$ cat config.mk
export PLATFORM = sky130hd
export DESIGN_NAME = sca_queue
export DESIGN_NICKNAME = d
export VERILOG_FILES = /design/src/rtl/sca_pkg.sv /design/src/rtl/sca_queue.sv
export SDC_FILE = /design/constraint.sdc
export NUM_CORES = 1
export LEC_CHECK = 0
export BUFFER_PORTS_ARGS = -buffer_cell sky130_fd_sc_hd__buf_2
export CAP_MARGIN = 25
export CELL_PAD_IN_SITES_DETAIL_PLACEMENT = 1
export CELL_PAD_IN_SITES_GLOBAL_PLACEMENT = 1
export CORE_MARGIN = 8
export CORE_UTILIZATION = 46
export CTS_CLUSTER_DIAMETER = 60
export DETAILED_ROUTE_END_ITERATION = 8
export PLACE_DENSITY = 0.85
export SYNTH_ARGS = -nofsm -noshare
export SYNTH_HDL_FRONTEND = slang
export SYNTH_SLANG_ARGS = --single-unit
$ cat constraint.sdc
create_clock -name clock -period 3.3 [get_ports clock]
set_clock_uncertainty 0.15 [all_clocks]
set_input_delay 0.99 -clock clock [delete_from_list [all_inputs] [get_ports clock]]
set_output_delay 0.99 -clock clock [all_outputs]
set_load 0.02 [all_outputs]
$ cat src/rtl/sca_pkg.sv
// ----------------------------------------------------------------------------
// sca_pkg
// shared constants, types and helpers of the size class allocator
// ----------------------------------------------------------------------------
package sca_pkg;

   localparam int PAGE_BYTES_LOG2 = 12;
   localparam int MIN_CLASS_LOG2  = 4;
   localparam int NUM_CLASSES     = 8;
   localparam int REGION_PAGES    = 256;
   localparam int NUM_KINDS       = 3;

   localparam int SIZE_W  = 21;
   localparam int ALIGN_W = 16;
   localparam int KIND_W  = 2;
   localparam int ADDR_W  = 20;
   localparam int LOG_W   = 5;

   localparam int NFP_W      = $clog2(REGION_PAGES + 1);
   localparam int BYTE_W     = PAGE_BYTES_LOG2 + NFP_W;
   localparam int LINK_AW    = PAGE_BYTES_LOG2 - MIN_CLASS_LOG2 + $clog2(REGION_PAGES);
   localparam int LINK_DEPTH = REGION_PAGES << (PAGE_BYTES_LOG2 - MIN_CLASS_LOG2);
   localparam int HEAD_W     = LINK_AW + 1;
   localparam int PG_W       = SIZE_W - PAGE_BYTES_LOG2 + 1;
   localparam int CLS_W      = $clog2(NUM_CLASSES + 1);
   localparam int NUM_SLOTS  = NUM_KINDS * NUM_CLASSES;
   localparam int SLOT_W     = $clog2(NUM_SLOTS);

   localparam logic [KIND_W-1:0] KIND_DATA   = 2'd0;
   localparam logic [KIND_W-1:0] KIND_RODATA = 2'd1;
   localparam logic [KIND_W-1:0] KIND_CODE   = 2'd2;
   localparam logic [KIND_W-1:0] KIND_NONE   = 2'd3;

   // classified request handed from front to back
   typedef struct packed {
      logic                       fail;
      logic                       is_page;
      logic [PG_W-1:0]            pages;
      logic [KIND_W-1:0]          kind;
      logic [CLS_W-1:0]           cls;
      logic [PAGE_BYTES_LOG2-1:0] rest;
   } item_type;

   typedef enum logic [2:0] {
      ST_IDLE,
      ST_EXEC,
      ST_LINK,
      ST_SPLIT,
      ST_RESP
   } back_state_type;

   // position of the highest set bit, zero for zero
   function automatic logic [LOG_W-1:0] floor_log2(input logic [SIZE_W-1:0] v);
      logic [LOG_W-1:0] r;
      r = '0;
      for (int i = 0; i < SIZE_W; i++) begin
         if (v[i]) begin
            r = LOG_W'(i);
         end
      end
      return r;
   endfunction

endpackage

$ cat src/rtl/sca_queue.sv
// ----------------------------------------------------------------------------
// sca_queue
// two entry queue between classifier and executor
// ----------------------------------------------------------------------------
module sca_queue import sca_pkg::*; (
   input  logic     clock,
   input  logic     reset,
   input  logic     push_valid,
   output logic     push_ready,
   input  item_type push_item,
   output logic     pop_valid,
   input  logic     pop_ready,
   output item_type pop_item
);

   item_type   entry_ff [2];
   logic       wr_ptr_ff, wr_ptr_in;
   logic       rd_ptr_ff, rd_ptr_in;
   logic [1:0] count_ff, count_in;
   logic       push, pop;

   assign push_ready = count_ff != 2'd2;
   assign pop_valid  = count_ff != 2'd0;
   assign pop_item   = entry_ff[rd_ptr_ff];
   assign push       = push_valid && push_ready;
   assign pop        = pop_valid && pop_ready;

   always_comb begin
      wr_ptr_in = push ? !wr_ptr_ff : wr_ptr_ff;
      rd_ptr_in = pop ? !rd_ptr_ff : rd_ptr_ff;
      count_in  = count_ff + 2'(push) - 2'(pop);
   end

   always_ff @(posedge clock) begin
      if (reset) begin
         wr_ptr_ff <= 1'b0;
         rd_ptr_ff <= 1'b0;
         count_ff  <= 2'd0;
      end else begin
         wr_ptr_ff <= wr_ptr_in;
         rd_ptr_ff <= rd_ptr_in;
         count_ff  <= count_in;
      end
      if (push) begin
         entry_ff[wr_ptr_ff] <= push_item;
      end
   end

   a_no_overflow: assert property (@(posedge clock) disable iff (reset)
      count_ff <= 2'd2) else $error("queue count out of range");
   a_count_track: assert property (@(posedge clock) disable iff (reset)
      (push && !pop) |=> (count_ff == $past(count_ff) + 2'd1))
      else $error("queue count missed a push");

endmodule

Yosys cells after proc, flatten, opt, wreduce, memory -nomap -nowiden
Memory sizes are Yosys's and may differ from the RTL's. A register that Yosys moved wholly into a read port is not among the register bits.
Cells that the tools add are included.
- memories kept: 1
- bits in writable memories: 60
- flip-flop bits (word level): 4
- memory list (memory ; words ; width ; read ports ; clocked after memory_dff ; wr ports ; line ; source):
    entry_ff ; 2 ; 30 ; 1 ; 1 ; 1 ; sca_queue.sv:16 ; item_type entry_ff [2];
- add/subtract/negate cells: 2
- muxes and demuxes: 4
- reduce and logical (&&, ||, !) cells: 5
- equality and inequality tests: 1
- operators with widths (kind ; count):
    two-way mux 1 bit ; 4
    adder 2 x 1 -> 2 bit ; 1
    logical AND 1 bit ; 2
    logical NOT 1 bit ; 2
    != test 2 bit, second input constant ; 1
    nonzero test 2 bit ; 1
    subtractor 2 x 1 -> 2 bit ; 1

Logic depth before layout (Yosys ltp)
- word-level depth: 4
- gate-level depth with buffers: 6

Worst setup path after synthesis
OpenSTA, ideal clock, no wires.
- path type: input -> register
- from: in push_valid
- to: mem entry_ff[1][0] in the netlist's numbering (enable)
- library setup time: 0.390 ns
- path buffers: 0
- slack: 0.982 ns
- stages on the path: 1
- arrival: 1.778 ns
- cell sequence: and3_1
- word-level cells in the longest chain between the ends: 3
- ends and longest elaborated chain (item ; line ; source):
    start: declaration ; sca_queue.sv:8 ; input logic push_valid,
    logical AND 1 bit ; sca_queue.sv:25 ; assign push = push_valid && push_ready;
    two-way mux 1 bit ; sca_queue.sv:44 ; if (push) begin
    two-way mux 1 bit (implied by the code) ; sca_queue.sv:45 ; entry_ff[wr_ptr_ff] <= push_item;
    end: declaration ; sca_queue.sv:16 ;
No other way between the ends.

==> out/results.tsv <==
metric	value	unit
R2R Setup Slk	1.49	ns
Initial DRC Count	78	
Antenna Cells	0	
routability cong.	0.655	
drt drc	0	
CTS H-tree lvls	3	
final worst-path cycle share	79.9	%
Final WS setup	0.663	ns
leading area contributor after synthesis	edfxtp_1	
first-pass GRT wire length	7510	um
VDD IR-drop max	0.000415	V
syn_nets	157	
CTS resizes	0	
initial antenna violation count	0	
Critical Path RT	2.16	ns
Worst Tran Pin Value	0.401	ns
all-layer global routing usage	13.6	%
Final ANT Viol Nets	0	
Final Hold Fails	0	
Fmax achieved	379	MHz
ranking of synthesized cells by area	edfxtp_1 (75%), mux2_1 (12%), dfxtp_1 (4.1%), mux2_2 (1.9%), buf_2 (0.62%)	
TritonRoute pass-1 iters	3	
Final Setup Violations	0	
Ports	66	
Worst-path clk slew	0.07	ns
TritonCTS Buffers	9	
arrival time at the worst endpoint	1.50	ns
crit-path cells	buf_4 -> mux2_1 -> buf_2	
top fanout value on the critical path	20	
setup tns final	0	ns
nets	234	
clk_lat worst skew	0.33	ns
share of flip-flops with an asynchronous set or reset	0	%
synthesized area per cell	19.8	um^2
r2r worst-path depth	6	
Multi-input gate area	494	um^2
Die ar.	7820	um^2
slowest stage cell, crit path	mux2_1	
via count of the first global-routing pass	1474	
Max Buffers Root-to-Sink	2	
total setup buffers inserted after CTS	0	
RSZ-0062 raised after global routing	no	
CP Capture Type	output port	
post-DR wirelength/cell	18.0	um
pin count of the biggest net entering global routing	31	
via/cell ratio	4.91	
Critical Path Source Type	flop	
WHS	0.379	ns
layout cells sized above 1	42.2	%
distinct cell type count of the synthesized netlist	24	
Port Buffers	65	
PwrDens	734	nW/um^2
Ys Warns	0	
status	finished, final reports clean	
Post-Syn Area	2410	um^2
top-count cell post-synth	edfxtp_1	
Max Slew Vio Count	0	
area growth from synthesis to layout	26.1	%
Clock Sinks	65	
Core Area	5070	um^2
Filler Cell Count	495	
FF-to-FF Start	count_ff[1]$_SDFF_PP0_	
most frequent cells after synthesis	edfxtp_1 (60), mux2_1 (26), dfxtp_1 (5)	
CTS tree	built	
effective utilization at floorplan	47.6	%
#FFs+latches synth	65	
Storage cell area	1900	um^2
Final Cell Area	3050	um^2
Root Driver	clkbuf_8	
hold depth	2	
worst slack, placed	0.834	ns
top_reg_cell synth	edfxtp_1	
Hold Path Origin	rd_ptr_ff$_SDFFE_PP0P_	
Area after DPL	2840	um^2
width of the chip	88.5	um
LEAKAGE	1.17	nW
Seq/Total Area, Yosys	78.8	%
Max stage delay on crit path	0.36	ns
final period demand of the worst path	2.64	ns
hpwl dp	3580	um
number of synthesized flops with an enable pin	60	
global route total overflow	0	
Slew HR	72.9	%
hold buffers post-CTS	0	
Max Cap Viol	0	
vias post-DR	1344	
Chip Height	88.5	um
Cells after Synth	122	
RR Endpoint	count_ff[1]$_SDFF_PP0_	
row count	26	
Crit Path Class	flop to output port	
Detailed Route WL	4940	um
Hold Path Sink	rd_ptr_ff$_SDFFE_PP0P_	
Hold Crit Class	flop to flop	
share of the synthesized area in the top cell type	74.6	%
## registers in the layout, summed over array words and instances (netlist names), named ones only
register	flops
entry_ff	60
count_ff	2
rd_ptr_ff	1
wr_ptr_ff	1
## report_power, final
part           internal (mW)  leakage (nW)  switching (mW)
clock network          0.421        0.0997           0.274
registers               1.00         0.602          0.0319
logic                  0.195         0.468           0.312
total                   1.62          1.17           0.618
## worst max-delay path: cells and delay by family (launching register included)
kind	cells	cell delay [ns]
buffers and inverters	2	0.45
multiplexers	1	0.36
flip-flops	1	0.34
## stage by stage
step                power [mW]  util (%)  cells
CTS                       2.27      60.0    274
detailed placement        1.57      56.0    258
global placement          1.53      56.0    258
global route              2.33      60.0    274
finish                    2.24      60.0    274
floorplan                 1.38         -    122
## worst max-delay path by stage
| stage | startpoint | slack (ns) | end |
|---|---|---|---|
| 2_1_floorplan | push_valid | 0.98 | entry_ff[1][0]$_DFFE_PP_ |
| 3_3_place_gp | pop_ready | 0.98 | count_ff[1]$_SDFF_PP0_ |
| 3_5_place_dp | pop_ready | 0.83 | count_ff[1]$_SDFF_PP0_ |
| 4_1_cts | flop | 0.62 | pop_item[22] |
| 5_1_grt | flop | 0.59 | pop_item[22] |
| 6_report | flop | 0.66 | pop_item[22] |
## logic make-up after synthesis
family / share of synthesized area (%)
flip-flops: 78.8
buffers and inverters: 0.777
AND/OR/NAND/NOR: 3.78
multiplexers: 14.0
adder cells (fa/ha/maj): 0.518
XOR/XNOR: 0.363
AO/OA/AOI/OAI: 1.81
## layout make-up
| cell class | count | share of cell area, % |
|---|---|---|
| clock inverters | 4 | 2.22 |
| multi-input cells | 53 | 16.2 |
| well taps | 70 | 2.88 |
| flip-flops and latches | 65 | 62.4 |
| clock buffers | 12 | 4.44 |
| repair buffers | 69 | 11.7 |
| inverters | 1 | 0.123 |
## cells in the final DEF, fill, tap and decap left out, types with 2 or more instances in the layout
| master | n |
|---|---|
| and3_1 | 2 |
| nor2b_1 | 2 |
| buf_4 | 4 |
| buf_2 | 65 |
| edfxtp_1 | 60 |
| mux2_1 | 26 |
| mux2_2 | 4 |
| clkbuf_1 | 3 |
| clkinv_1 | 2 |
| bufinv_16 | 2 |
| clkbuf_8 | 9 |
| dfxtp_1 | 5 |
| nor2_1 | 4 |
## metal layers
metal	global-route usage [%]	routed length [um]	vias to the layer above
met5	0	0	-
met4	9.68	110	0
met3	4.83	332	10
met2	22.9	2620	40
met1	13.6	1870	663
li1	-	-	631
Power figures use the tool's default switching activity.
