## src/rtl/sca_pkg.sv

```systemverilog
// ----------------------------------------------------------------------------
// sca_pkg
// shared constants, types and helpers of the size class allocator
// ----------------------------------------------------------------------------
package sca_pkg;

   localparam int PAGE_BYTES_LOG2 = 12;
   localparam int MIN_CLASS_LOG2  = 4;
   localparam int NUM_CLASSES     = 8;
   localparam int REGION_PAGES    = 256;
   localparam int NUM_KINDS       = 3;

   localparam int SIZE_W  = 21;
   localparam int ALIGN_W = 16;
   localparam int KIND_W  = 2;
   localparam int ADDR_W  = 20;
   localparam int LOG_W   = 5;

   localparam int NFP_W      = $clog2(REGION_PAGES + 1);
   localparam int BYTE_W     = PAGE_BYTES_LOG2 + NFP_W;
   localparam int LINK_AW    = PAGE_BYTES_LOG2 - MIN_CLASS_LOG2 + $clog2(REGION_PAGES);
   localparam int LINK_DEPTH = REGION_PAGES << (PAGE_BYTES_LOG2 - MIN_CLASS_LOG2);
   localparam int HEAD_W     = LINK_AW + 1;
   localparam int PG_W       = SIZE_W - PAGE_BYTES_LOG2 + 1;
   localparam int CLS_W      = $clog2(NUM_CLASSES + 1);
   localparam int NUM_SLOTS  = NUM_KINDS * NUM_CLASSES;
   localparam int SLOT_W     = $clog2(NUM_SLOTS);

   localparam logic [KIND_W-1:0] KIND_DATA   = 2'd0;
   localparam logic [KIND_W-1:0] KIND_RODATA = 2'd1;
   localparam logic [KIND_W-1:0] KIND_CODE   = 2'd2;
   localparam logic [KIND_W-1:0] KIND_NONE   = 2'd3;

   // classified request handed from front to back
   typedef struct packed {
      logic                       fail;
      logic                       is_page;
      logic [PG_W-1:0]            pages;
      logic [KIND_W-1:0]          kind;
      logic [CLS_W-1:0]           cls;
      logic [PAGE_BYTES_LOG2-1:0] rest;
   } item_type;

   typedef enum logic [2:0] {
      ST_IDLE,
      ST_EXEC,
      ST_LINK,
      ST_SPLIT,
      ST_RESP
   } back_state_type;

   // position of the highest set bit, zero for zero
   function automatic logic [LOG_W-1:0] floor_log2(input logic [SIZE_W-1:0] v);
      logic [LOG_W-1:0] r;
      r = '0;
      for (int i = 0; i < SIZE_W; i++) begin
         if (v[i]) begin
            r = LOG_W'(i);
         end
      end
      return r;
   endfunction

endpackage

```

## src/rtl/sca_front.sv

```systemverilog
// ----------------------------------------------------------------------------
// sca_front
// classifies a request: class, page count, tail bytes, early failure
// ----------------------------------------------------------------------------
module sca_front import sca_pkg::*; (
   input  logic [SIZE_W-1:0]  size_bytes,
   input  logic [ALIGN_W-1:0] alignment,
   input  logic [KIND_W-1:0]  region_kind,
   output item_type           item
);

   logic [LOG_W-1:0]           align_log2;
   logic [LOG_W-1:0]           size_log2;
   logic [LOG_W-1:0]           cls_log2;
   logic [LOG_W-1:0]           cls_idx;
   logic [SIZE_W-1:0]          size_m1;
   logic                       is_page;
   logic [PAGE_BYTES_LOG2-1:0] alloc_low;

   always_comb begin
      align_log2 = floor_log2(SIZE_W'(alignment));
      if (align_log2 > LOG_W'(PAGE_BYTES_LOG2)) begin
         align_log2 = LOG_W'(PAGE_BYTES_LOG2);
      end
      size_m1 = size_bytes - SIZE_W'(1);
      // ceiling log2, at least the smallest class
      size_log2 = (size_bytes <= SIZE_W'(1)) ? '0 : floor_log2(size_m1) + LOG_W'(1);
      if (size_log2 < LOG_W'(MIN_CLASS_LOG2)) begin
         size_log2 = LOG_W'(MIN_CLASS_LOG2);
      end
      cls_log2 = (align_log2 > size_log2) ? align_log2 : size_log2;
      is_page  = cls_log2 >= LOG_W'(PAGE_BYTES_LOG2);
      cls_idx  = cls_log2 - LOG_W'(MIN_CLASS_LOG2);
      alloc_low = is_page ? '0 : (PAGE_BYTES_LOG2'(1) << cls_log2);

      item.fail    = (size_bytes == '0) || (region_kind == KIND_NONE) ||
                     (!is_page && (cls_idx >= LOG_W'(NUM_CLASSES)));
      item.is_page = is_page;
      item.pages   = PG_W'(size_m1 >> PAGE_BYTES_LOG2) + PG_W'(1);
      item.kind    = region_kind;
      item.cls     = CLS_W'(cls_idx);
      item.rest    = alloc_low - size_bytes[PAGE_BYTES_LOG2-1:0];
   end

endmodule

```

## config.mk

```make
export PLATFORM = sky130hd
export DESIGN_NAME = sca_front
export DESIGN_NICKNAME = d
export VERILOG_FILES = /design/src/rtl/sca_pkg.sv /design/src/rtl/sca_front.sv
export SDC_FILE = /design/constraint.sdc
export NUM_CORES = 1
export LEC_CHECK = 0
export BUFFER_PORTS_ARGS = -buffer_cell sky130_fd_sc_hd__buf_2
export CAP_MARGIN = 20
export CORE_MARGIN = 5
export CORE_UTILIZATION = 61
export DETAILED_ROUTE_END_ITERATION = 10
export PLACE_DENSITY = 0.95
export RECOVER_POWER = 50
export SETUP_SLACK_MARGIN = 0.2
export SLEW_MARGIN = 20
export SYNTH_ARGS = -nofsm -noshare
export SYNTH_HDL_FRONTEND = slang
export SYNTH_SLANG_ARGS = --single-unit
```

## constraint.sdc

```tcl
create_clock -name vclk -period 12.4
set_input_delay 0 -clock vclk [all_inputs]
set_output_delay 0 -clock vclk [all_outputs]
set_load 0.01 [all_outputs]
```

# ---- After elaboration in Yosys (flattened, before gate mapping)
# Cells that the tools add are included.
dict set report word_totals {
  regBits 0
  latch_bits 0
  ram_bits 0
  mem_bits_ro 0
  in_bits 39
  word_cells 58
  memories 0
}
dict set report classes {
  n_addsub 5
  multipliers 0
  n_div 0
  magnitude_cmp 6
  eq_ne 1
  n_shift 1
  muxes 40
  n_bitwise 0
  reduce_logical 5
}
# cell count
set op_table {}
lappend op_table {{$mux W5} 36}
lappend op_table {{$le A21 B1 Y1 const B} 1}
lappend op_table {{$logic_not A21 Y1} 1}
lappend op_table {{$sub A21 B1 Y21 const B} 1}
lappend op_table {{$mux W12} 1}
lappend op_table {{$shl A1 B5 Y12 const A} 1}
lappend op_table {{$sub A12 B12 Y12} 1}
lappend op_table {{$add A9 B1 Y10 const B} 1}
lappend op_table {{$ge A5 B4 Y1 const B} 2}
lappend op_table {{$add A5 B1 Y5 const B} 1}
lappend op_table {{$gt A5 B4 Y1 const B} 1}
lappend op_table {{$gt A5 B5 Y1} 1}
lappend op_table {{$lt A5 B3 Y1 const B} 1}
lappend op_table {{$sub A5 B3 Y5 const B} 1}
lappend op_table {{$eq A2 B2 Y1 const B} 1}
lappend op_table {{$logic_or A1 B1 Y1} 2}
lappend op_table {{$mux W1} 2}
lappend op_table {{$mux W2} 1}
lappend op_table {{$logic_and A1 B1 Y1} 1}
lappend op_table {{$logic_not A1 Y1} 1}

# ---- Longest topological paths before layout
dict set report depth {
  ltp_word 31
  ltp_mapped 44
  mapped_depth_nobuf 41
}

# ---- Worst setup path before layout
# No wires, ideal clock.
dict set report synth_timing {
  kind {in2out}
  startpoint {in size_bytes[1]}
  endpoint {out item[11] (netlist name)}
  t_arrival_ns 6.968
  required_time_ns 12.400
  slack_ns 5.432
  stages 42
  path_cell_list {clkbuf_1 > inv_1 > ha_1 > buf_2 > or4b_4 > a21oi_1 > a21oi_1 > a31o_1 > a2111oi_0 > o311ai_1 > and3_1 > ha_1 > inv_1 > xnor2_1 > nand4_1 > nand2_1 > nand2_1 > nand2_1 > [... 6 more ...] > and2_1 > buf_6 > a221oi_4 > inv_1 > ha_1 > or4_1 > ha_1 > nor2b_1 > o21ai_0 > a21boi_0 > o21ai_0 > a21boi_0 > o21ai_0 > a21boi_0 > o21ai_0 > a21oi_1 > xnor2_1 > xnor2_1}
}
# element line
set synth_lines {}
lappend synth_lines {{start, declared} sca_front.sv:6} ;# input logic [SIZE_W-1:0] size_bytes,
lappend synth_lines {{end, declared} sca_front.sv:9} ;# output item_type item

==> impl_results.html <==
<table>
<tr><th>Metric</th><th>Value</th></tr>
<tr><th colspan="2">Status</th></tr>
<tr><td>Outcome</td><td>completed</td></tr>
<tr><th colspan="2">Power</th></tr>
<tr><td>Leak</td><td>0.00112 uW</td></tr>
<tr><td>Power Dens Cells</td><td>27.9 nW/um^2</td></tr>
<tr><td>Worst VDD drop</td><td>0.0151 mV</td></tr>
<tr><th colspan="2">Die</th></tr>
<tr><td>Chip height</td><td>73.5 um</td></tr>
<tr><td>Area of the die</td><td>5400 um^2</td></tr>
<tr><td>Standard-cell row count</td><td>23</td></tr>
<tr><td>Horizontal extent of the die</td><td>73.5 um</td></tr>
<tr><td>Placeable core region</td><td>3940 um^2</td></tr>
<tr><td>Boundary Pins</td><td>69</td></tr>
<tr><td>Starting density of the core</td><td>0.624</td></tr>
<tr><th colspan="2">Routing</th></tr>
<tr><td>Routed vias</td><td>2878</td></tr>
<tr><td>Detail-routed via count per cell</td><td>6.42</td></tr>
<tr><td>Remaining antenna violation count after routing</td><td>0</td></tr>
<tr><td>Number of DRC violations after detailed-routing iteration 0</td><td>265</td></tr>
<tr><td>Number of optimization iterations in the first detailed-route pass</td><td>8</td></tr>
<tr><td>Overall routed net length</td><td>6890 um</td></tr>
<tr><td>Final routed wire length divided by cell count</td><td>15.4 um</td></tr>
<tr><td>DRC violation count after routing</td><td>0</td></tr>
<tr><th colspan="2">Global route</th></tr>
<tr><td>Vias in the first global route</td><td>2592</td></tr>
<tr><td>First-pass GRT wire length</td><td>11500 um</td></tr>
<tr><td>Tot GR Track Use</td><td>0.251</td></tr>
<tr><td>Antenna violations before repair</td><td>0</td></tr>
<tr><td>Residual overflow from global routing</td><td>0</td></tr>
<tr><td>Pin count of the biggest net entering global routing</td><td>20</td></tr>
<tr><th colspan="2">Clock tree</th></tr>
<tr><td>Setup fix buffers added after clock tree synthesis</td><td>0</td></tr>
<tr><td>Number of gates resized after cts</td><td>0</td></tr>
<tr><td>Cts hold-fix bufs</td><td>0</td></tr>
<tr><th colspan="2">Yosys</th></tr>
<tr><td>Mapped Nets</td><td>411</td></tr>
<tr><td>Post-synthesis cell type count</td><td>81</td></tr>
<tr><td>Synth warnings</td><td>0</td></tr>
<tr><td>Per-instance average area after synthesis</td><td>7.02 um^2</td></tr>
<tr><td>Register area share after synthesis</td><td>0</td></tr>
<tr><td>Cells after Synth</td><td>350</td></tr>
<tr><td>Summed instance area of the synthesized netlist</td><td>2460 um^2</td></tr>
<tr><th colspan="2">Worst setup path</th></tr>
<tr><td>Worst Path Max Fanout</td><td>19</td></tr>
<tr><td>Worst endpoint required time</td><td>12400 ps</td></tr>
<tr><td>Worst endpoint data arrival time</td><td>9530 ps</td></tr>
<tr><td>Endpoint class of the critical path</td><td>output port</td></tr>
<tr><td>CP max stage delay</td><td>900 ps</td></tr>
<tr><td>Worst setup path class</td><td>input port to output port</td></tr>
<tr><td>Critical-path top delay cell</td><td>sky130_fd_sc_hd__nor4b_1</td></tr>
<tr><td>Critical path startpoint category</td><td>input port</td></tr>
<tr><th colspan="2">Layout</th></tr>
<tr><td>Post-layout net count</td><td>461</td></tr>
<tr><td>Footprint of the flip-flops and latches</td><td>0 um^2</td></tr>
<tr><td>Area delta synth-&gt;final</td><td>9.31%</td></tr>
<tr><td>Number of fill cells in the layout</td><td>355</td></tr>
<tr><td>Total inserted antenna cells</td><td>0</td></tr>
<tr><td>Sequential cells</td><td>0</td></tr>
<tr><td>Share of layout cells above drive strength 1</td><td>0.219</td></tr>
<tr><td>Total of clock buffers placed in the layout</td><td>0</td></tr>
<tr><th colspan="2">Timing</th></tr>
<tr><td>Worst-case headroom to the max-slew limit</td><td>0.306</td></tr>
<tr><td>Tightest Pin Transition</td><td>1030 ps</td></tr>
<tr><td>Max Freq</td><td>0.105 GHz</td></tr>
<tr><td>Final Setup Violations</td><td>0</td></tr>
<tr><td>Final-layout worst hold slack</td><td>220 ps</td></tr>
<tr><td>Tcrit/Tclk final</td><td>0.769</td></tr>
<tr><td>Final hold violations</td><td>0</td></tr>
<tr><td>Setup repair after global routing missed its margin</td><td>false</td></tr>
<tr><td>Post-Route Setup TNS</td><td>0 ps</td></tr>
<tr><td>Max-slew violations</td><td>0</td></tr>
<tr><td>Post-layout min period</td><td>9530 ps</td></tr>
<tr><th colspan="2">Min path</th></tr>
<tr><td>Min-delay worst type</td><td>input port to output port</td></tr>
<tr><th colspan="2">Placed design</th></tr>
<tr><td>Port-buffer cells</td><td>68</td></tr>
<tr><td>HPWL after DPL</td><td>5580 um</td></tr>
<tr><td>Placer's final routability congestion estimate</td><td>0.936</td></tr>
<tr><th colspan="2">Run</th></tr>
<tr><td>Max-cap violations</td><td>0</td></tr>
</table>
## synthesized netlist by cell type, drive strengths merged (2+ instances only)
| library cell | count | area share |
|---|---|---|
| o311ai | 2 | 0.0071 |
| or3 | 10 | 0.027 |
| o21bai | 6 | 0.018 |
| a41oi | 4 | 0.014 |
| a2111oi | 2 | 0.0071 |
| ha | 21 | 0.11 |
| or2 | 3 | 0.0076 |
| buf | 14 | 0.043 |
| or3b | 2 | 0.0071 |
| nor4 | 13 | 0.047 |
| o21ai | 23 | 0.048 |
| clkbuf | 6 | 0.0092 |
| o41ai | 2 | 0.010 |
| nand4 | 10 | 0.034 |
| o31ai | 5 | 0.021 |
| a21oi | 18 | 0.040 |
| nand2b | 9 | 0.026 |
| o221ai | 2 | 0.0071 |
| xor2 | 8 | 0.028 |
| a31oi | 3 | 0.0076 |
| inv | 29 | 0.044 |
| nand2 | 18 | 0.028 |
| nor4b | 2 | 0.013 |
| nor3 | 23 | 0.058 |
| a211o | 4 | 0.014 |
| a21o | 4 | 0.012 |
| xnor2 | 12 | 0.043 |
| mux2i | 2 | 0.013 |
| a21boi | 6 | 0.018 |
| nor2 | 35 | 0.055 |
| o211ai | 2 | 0.0061 |
| or4 | 3 | 0.0092 |
| nand3 | 8 | 0.018 |
| nand3b | 3 | 0.0092 |
| a221oi | 4 | 0.031 |
| and2 | 5 | 0.014 |
| and3 | 3 | 0.0076 |
| nor2b | 7 | 0.018 |
## per-stage QoR
stage                util  cell area [um^2]  total power, uW  worst slack (ps)  std cells
finish              0.682              2690             75.0              2870        448
detailed placement  0.693              2730             75.4              3780        448
global route        0.682              2690             82.5              1720        448
CTS                 0.693              2730             75.6              3750        448
floorplan               -              2460             51.6              5430        350
global placement    0.693              2730             72.8              3930        448
## power by group
part | total, uW | internal (uW) | switching (uW)
Clock | 0 | 0 | 0
Combinational | 75.0 | 28.7 | 46.3
Sequential | 0 | 0 | 0
Total | 75.0 | 28.7 | 46.3
## layout make-up
cell class                 count  area [um^2]  area share
tap                           50         62.6      0.0233
timing repair buffer          68          327       0.122
inverter                      29          109      0.0405
multi-input combinational    301         2190       0.815
## worst paths after layout
check                 endpoint  cells past startpoint           start
worst max-delay path  item[11]                     41   size_bytes[1]
worst min-delay path  item[17]                      2  region_kind[1]
## cells in the final DEF (no fill, tap or decap), drive strengths merged, types with 4 or more instances in the layout
cell type  count
nand3          8
or3           10
nand4         10
o21bai         6
nor4          13
clkbuf        11
ha            21
a21o           4
o31ai          5
nand2         18
and2           5
o21ai         23
a211o          4
nor3          23
a21boi         6
xnor2         12
xor2           8
a41oi          4
nand2b         9
a21oi         18
nor2b          7
buf           57
inv           29
nor2          35
a221oi         4
## cell families (layout without fill, tap and decap cells)
logic type | after synthesis | after routing | synth area share
simple gates | 160 | 160 | 0.406
compound gates | 97 | 97 | 0.299
buf+inv | 49 | 97 | 0.0962
fa+ha+maj | 22 | 22 | 0.115
xor+xnor | 20 | 20 | 0.0712
mux | 2 | 2 | 0.0132
## routing by layer
layer | routed length [um] | vias up | track usage
met5 | 0 | - | 0
li1 | - | 1409 | -
met4 | 79 | 0 | 0.0463
met3 | 505 | 15 | 0.0123
met2 | 3500 | 131 | 0.462
met1 | 2800 | 1323 | 0.321
## critical path, delay by kind of cell
kind | cells | cell delay (ps)
compound gates | 13 | 2730
fa+ha+maj | 5 | 1540
xor+xnor | 4 | 690
buf+inv | 4 | 650
simple gates | 15 | 3930
Power figures use the tool's default switching activity.
